$ cat src/sv/pks_pkg.sv
`timescale 1ns / 1ps
// ----------------------------------------------------------------------------
// pks_pkg: shared types and constants of the particle key/index sorter
// Holds the request and result payloads, the configuration register indexes,
// the sort modes and the command and status bundles between the two halves.
// ----------------------------------------------------------------------------
package pks_pkg;

   localparam int POS_W  = 24;
   localparam int LIFE_W = 32;
   localparam int KEY_W  = 52;
   localparam int SQ_W   = 50;
   localparam int IDX_W  = 6;
   localparam int CSR_IDX_W  = 2;
   localparam int CSR_DATA_W = 24;
   localparam int MODE_W = 2;

   localparam logic [CSR_IDX_W-1:0] CSR_SORT_MODE = 2'd0;
   localparam logic [CSR_IDX_W-1:0] CSR_VIEW_X    = 2'd1;
   localparam logic [CSR_IDX_W-1:0] CSR_VIEW_Y    = 2'd2;
   localparam logic [CSR_IDX_W-1:0] CSR_VIEW_Z    = 2'd3;

   localparam logic [MODE_W-1:0] MODE_LIFE_LEFT = 2'd1;
   localparam logic [MODE_W-1:0] MODE_AGE       = 2'd2;

   typedef struct packed {
      logic signed [POS_W-1:0] pos_x;
      logic signed [POS_W-1:0] pos_y;
      logic signed [POS_W-1:0] pos_z;
      logic [LIFE_W-1:0]       life_left;
      logic [LIFE_W-1:0]       life_initial;
      logic                    last_in;
   } pks_req_type;

   typedef struct packed {
      logic [IDX_W-1:0] sorted_index;
      logic             last_out;
      logic             overflowed;
   } pks_rsp_type;

   typedef struct packed {
      logic load;
      logic square;
      logic key;
      logic insert;
      logic emit;
   } pks_cmd_type;

   typedef struct packed {
      logic last;
      logic one_left;
   } pks_sts_type;

endpackage

$ cat src/sv/pks_ctrl.sv
`timescale 1ns / 1ps
// ----------------------------------------------------------------------------
// pks_ctrl: sequencer of the particle key/index sorter
// Steps each request through squaring, key selection and insertion, and
// drives the emission of the sorted run after the final particle.
// ----------------------------------------------------------------------------
module pks_ctrl
   import pks_pkg::*;
(
   input  logic        clock,
   input  logic        reset,
   input  logic        start,
   output logic        busy,
   input  pks_sts_type sts,
   output pks_cmd_type cmd
);

   typedef enum logic [4:0] {
      ST_IDLE   = 5'b00001,
      ST_SQUARE = 5'b00010,
      ST_KEY    = 5'b00100,
      ST_INSERT = 5'b01000,
      ST_EMIT   = 5'b10000
   } state_type;

   state_type state_ff, state_in;

   always_comb begin
      state_in = state_ff;
      cmd      = '0;
      unique case (state_ff)
         ST_IDLE: begin
            cmd.load = start;
            if (start) state_in = ST_SQUARE;
         end
         ST_SQUARE: begin
            cmd.square = 1'b1;
            state_in   = ST_KEY;
         end
         ST_KEY: begin
            cmd.key  = 1'b1;
            state_in = ST_INSERT;
         end
         ST_INSERT: begin
            cmd.insert = 1'b1;
            state_in   = sts.last ? ST_EMIT : ST_IDLE;
         end
         ST_EMIT: begin
            cmd.emit = 1'b1;
            if (sts.one_left) state_in = ST_IDLE;
         end
         default: state_in = ST_IDLE;
      endcase
   end

   always_ff @(posedge clock) begin
      if (reset) state_ff <= ST_IDLE;
      else state_ff <= state_in;
   end

   assign busy = (state_ff != ST_IDLE);

endmodule

$ cat config.mk
export PLATFORM = sky130hd
export DESIGN_NAME = pks_ctrl
export DESIGN_NICKNAME = d
export VERILOG_FILES = /design/src/sv/pks_pkg.sv /design/src/sv/pks_ctrl.sv
export SDC_FILE = /design/constraint.sdc
export NUM_CORES = 1
export LEC_CHECK = 0
export ABC_AREA = 1
export BUFFER_PORTS_ARGS = -buffer_cell sky130_fd_sc_hd__buf_2
export CAP_MARGIN = 20
export CORE_AREA = 2 2 39 41
export CTS_CLUSTER_SIZE = 24
export DETAILED_ROUTE_END_ITERATION = 7
export DIE_AREA = 0 0 41 43
export GPL_ROUTABILITY_DRIVEN = 0
export PLACE_DENSITY = 0.53
export SLEW_MARGIN = 25
export SYNTH_ARGS = -nofsm -noshare
export SYNTH_HDL_FRONTEND = slang
export SYNTH_SLANG_ARGS = --single-unit
$ cat constraint.sdc
create_clock -name clock -period 0.9 [get_ports clock]
set_input_delay 0.045 -clock clock [delete_from_list [all_inputs] [get_ports clock]]
set_output_delay 0.045 -clock clock [all_outputs]
set_load 0.05 [all_outputs]
# Word-level counts from Yosys, hierarchy flattened

Cells that the tools add are included.
W data, S select, Z words.

Bits in registers: 5
Input bits: 5
Output and inout bits: 6
Word-level logic and storage cells: 19

Equal/unequal tests: 8
Multiplexer cells: 9
Reductions and logical operators: 1

Operators by type and width:

| operator             | count |
|---|---|
| $pmux W5 S5          | 1 |
| $mux W5              | 3 |
| $eq A5 B1 Y1 const B | 1 |
| $eq A5 B2 Y1 const B | 1 |
| $eq A5 B3 Y1 const B | 1 |
| $eq A5 B4 Y1 const B | 1 |
| $eq A5 B5 Y1 const B | 1 |
| $mux W1              | 5 |
| $ne A5 B1 Y1 const B | 1 |
| $ne A2 B2 Y1 const B | 2 |
| $reduce_and A2 Y1    | 1 |

# Logic depth before layout (Yosys ltp)

Word-level depth: 3
Depth in mapped cells: 8
Depth with buffers taken out: 8

# Worst setup path before layout

No wires, ideal clock.

Path kind: reg2out
From: reg state_ff[3]
To: out cmd[4] (netlist name)
Arrival: 1.636 ns
Data required time: 0.855 ns
Slack: -0.781 ns
Stages on the path, launching flop included: 6
Path buffers: 0
Cell sequence: dfxtp_1 > inv_2 > nand2_2 > nor2_2 > nand2_1 > nor2_1

RTL lines:

| element                | line           | source |
|---|---|---|
| from (decl)            | pks_ctrl.sv:26 | `state_type state_ff, state_in;` |
| from (signal assigned) | pks_ctrl.sv:58 | `else state_ff <= state_in;` |
| to (decl)              | pks_ctrl.sv:15 | `output pks_cmd_type cmd` |

==> metrics <==
outcome=finished with violations; failing checks=setup timing; GRT Util Overall=0.0984; final period utilization=1.34; routed vias=354; layout cells sized above 1=0.681; detailed-route DRC error count=0; max-slew violation count=0; area growth from synthesis to layout=94.2%; initial core utilization=0.218; FP Rows=14; Clock Sinks=5; Post-synth top cells=nand2_1, inv_1, nor2_1, dfxtp_1, inv_2; final worst slack=-304 ps; Core Area=1380 um^2; Final HPWL DP=485 um; post-synth cell types=14; DIE WIDTH=41 um; Core Util, Final=0.423; min-delay worst type=in2reg; total gr overflow=0; detailed-router iteration count before antenna repair=2; CP Capture Type=output port; f_max=0.831 GHz; post-route ant nets=0; CTS buffer count=3; largest area contributor in the netlist=dfxtp_1; Syn. warnings=0; power per cell area=about 1300 nW/um^2; Antenna diodes=0; vias in the first global route=328; Die H=43 um; H-tree levels=1; Post-DP Area=~400 um^2; crit-path max cell delay=370 ps; # port buffers=10; global-route wire length before repair=1.13 mm; fin nets=75; Max-Cap Viols=0; synth top area cells=dfxtp_1, nand2_1, inv_1, nor2_1, nand2_2; fill count=142; worst-path fanout max=3; Storage cell area=around 110 um^2; Async SR Flop Fraction=0; largest net degree at the start of global routing=6; number of synthesized flops with an enable pin=0; Setup Skew=between 5 and 6 ps; endpoints failing hold=0; Top Ports=11; Syn Nets=55; #FFs+latches synth=5; Reg with most FFs=state_ff; Slew headroom=0.832; most frequent cell after synthesis=nand2_1; Post-Synthesis Cells=50; part of the Yosys area used for sequential elements=0.332; Worst EP required=850 ps; worst hold slack=43.6 ps; Avg WL per Cell=roughly 8.9 um; vias per inst=4.16; Total Power=0.000774 W; Clock Path Buffers=2; min Tclk post-route=between 1000 and 1500 ps; antenna violations before repair=0; Pleak=roughly 0.3 nW; Critical Path AT=between 1000 and 1500 ps; Crit Path Class=reg2out; root buf cell=clkbuf_4; worst skew pair latency=250 ps; First DRT Iteration DRCs=4; Slowest cell on crit path=dfxtp_2; biggest regs=state_ff (5); peak supply drop=around 0.00060 V; Synth top area share=0.332; Worst-Margin Slew=251 ps; area taken by multi-input logic gates=226 um^2; clk slew on worst S/H paths=approximately 50 ps; RSZ-0062 raised after global routing=yes; setup violators final=10; CTS tree=built; # hold bufs at CTS=0; Syn Std Cell Area=slightly above 300 um^2; pre-CTS setup slack=-211 ps; Final Cell Area=586 um^2; ys flop type=dfxtp_1; Die Area=1760 um^2; crit path cell chain=inv_2 -> nor2_1 -> nand2_2 -> inv_1 -> buf_6; Largest register FFs=5; WL final=758 um; average size of a mapped cell=6.03 um^2; critical path launch point type=flop
## placed cells by master, fill, tap and decap left out
cell type,count
nand3b_1,1
o21ai_1,2
inv_1,6
inv_4,1
buf_8,4
nor2_1,5
inv_2,4
a21oi_2,1
buf_4,4
buf_2,4
nor3_2,1
nand2_1,7
clkbuf_4,3
nand3_4,1
clkbuf_1,1
dfxtp_2,5
nor2_4,6
buf_6,4
clkinvlp_4,1
nand2_2,6
nand2_4,2
## what timing repair did
action,in CTS,in global routing
buffers inserted,4,1
endpoints found under the setup margin,10,11
gates resized for setup,29,10
pin swaps,8,4
## routing by layer
| layer | routed length (um) | global-route usage | part of all wire |
|---|---|---|---|
| met5 | 0 | 0 | 0 |
| met2 | 392 | 0.153 | 0.52 |
| met1 | 286 | 0.0997 | 0.38 |
| met4 | 57 | 0.100 | 0.075 |
| met3 | 21 | 0.0157 | 0.028 |
## critical path, delay by kind of cell, from the launching register on
kind          cells  cell delay (ps)
flops             1              370
buf+inv           3              270
simple gates      2              260
## per-stage QoR
| stage | cells | TNS, ps |
|---|---|---|
| 2_1_floorplan | 50 | -730 |
| 3_3_place_gp | 77 | -1170 |
| 3_5_place_dp | 77 | -1160 |
| 4_1_cts | 84 | -2220 |
| 5_1_grt | 85 | -2790 |
| 6_report | 85 | -2210 |
## logic make-up after synthesis
family | after synthesis | share of synthesized area
DFF | 5 | 0.332
AOI/OAI and AO/OA | 3 | 0.0622
buffers and inverters | 13 | 0.174
and+or+nand+nor | 29 | 0.432
## final timing paths
| path | start | slack (ps) | to | cells after the start |
|---|---|---|---|---|
| worst max register to register | state_ff[2]$_SDFFE_PP0P_ | -270 | state_ff[0]$_SDFFE_PP1P_ | 10 |
| worst max-delay path | state_ff[1]$_SDFFE_PP0P_ | -300 | cmd[3] | 5 |
| worst min register to register | state_ff[0]$_SDFFE_PP1P_ | 560 | state_ff[2]$_SDFFE_PP0P_ | 3 |
| worst min-delay path | reset | 40 | state_ff[4]$_SDFFE_PP0P_ | 2 |
## power by group
part           switching (W)  leakage (nW)  total (W)  internal (W)
logic               0.000163         0.239   0.000262     0.0000997
clock network      0.0000962        0.0150   0.000264      0.000168
registers          0.0000123        0.0424   0.000248      0.000236
## area by class of cell
class	instances	share of cell area
inverters	12	0.0876
clock buffers	4	0.0449
multi-input cells	32	0.387
well taps	16	0.0342
repair buffers	16	0.265
flip-flops and latches	5	0.182
Note: power is estimated with default switching activity, not from simulation.
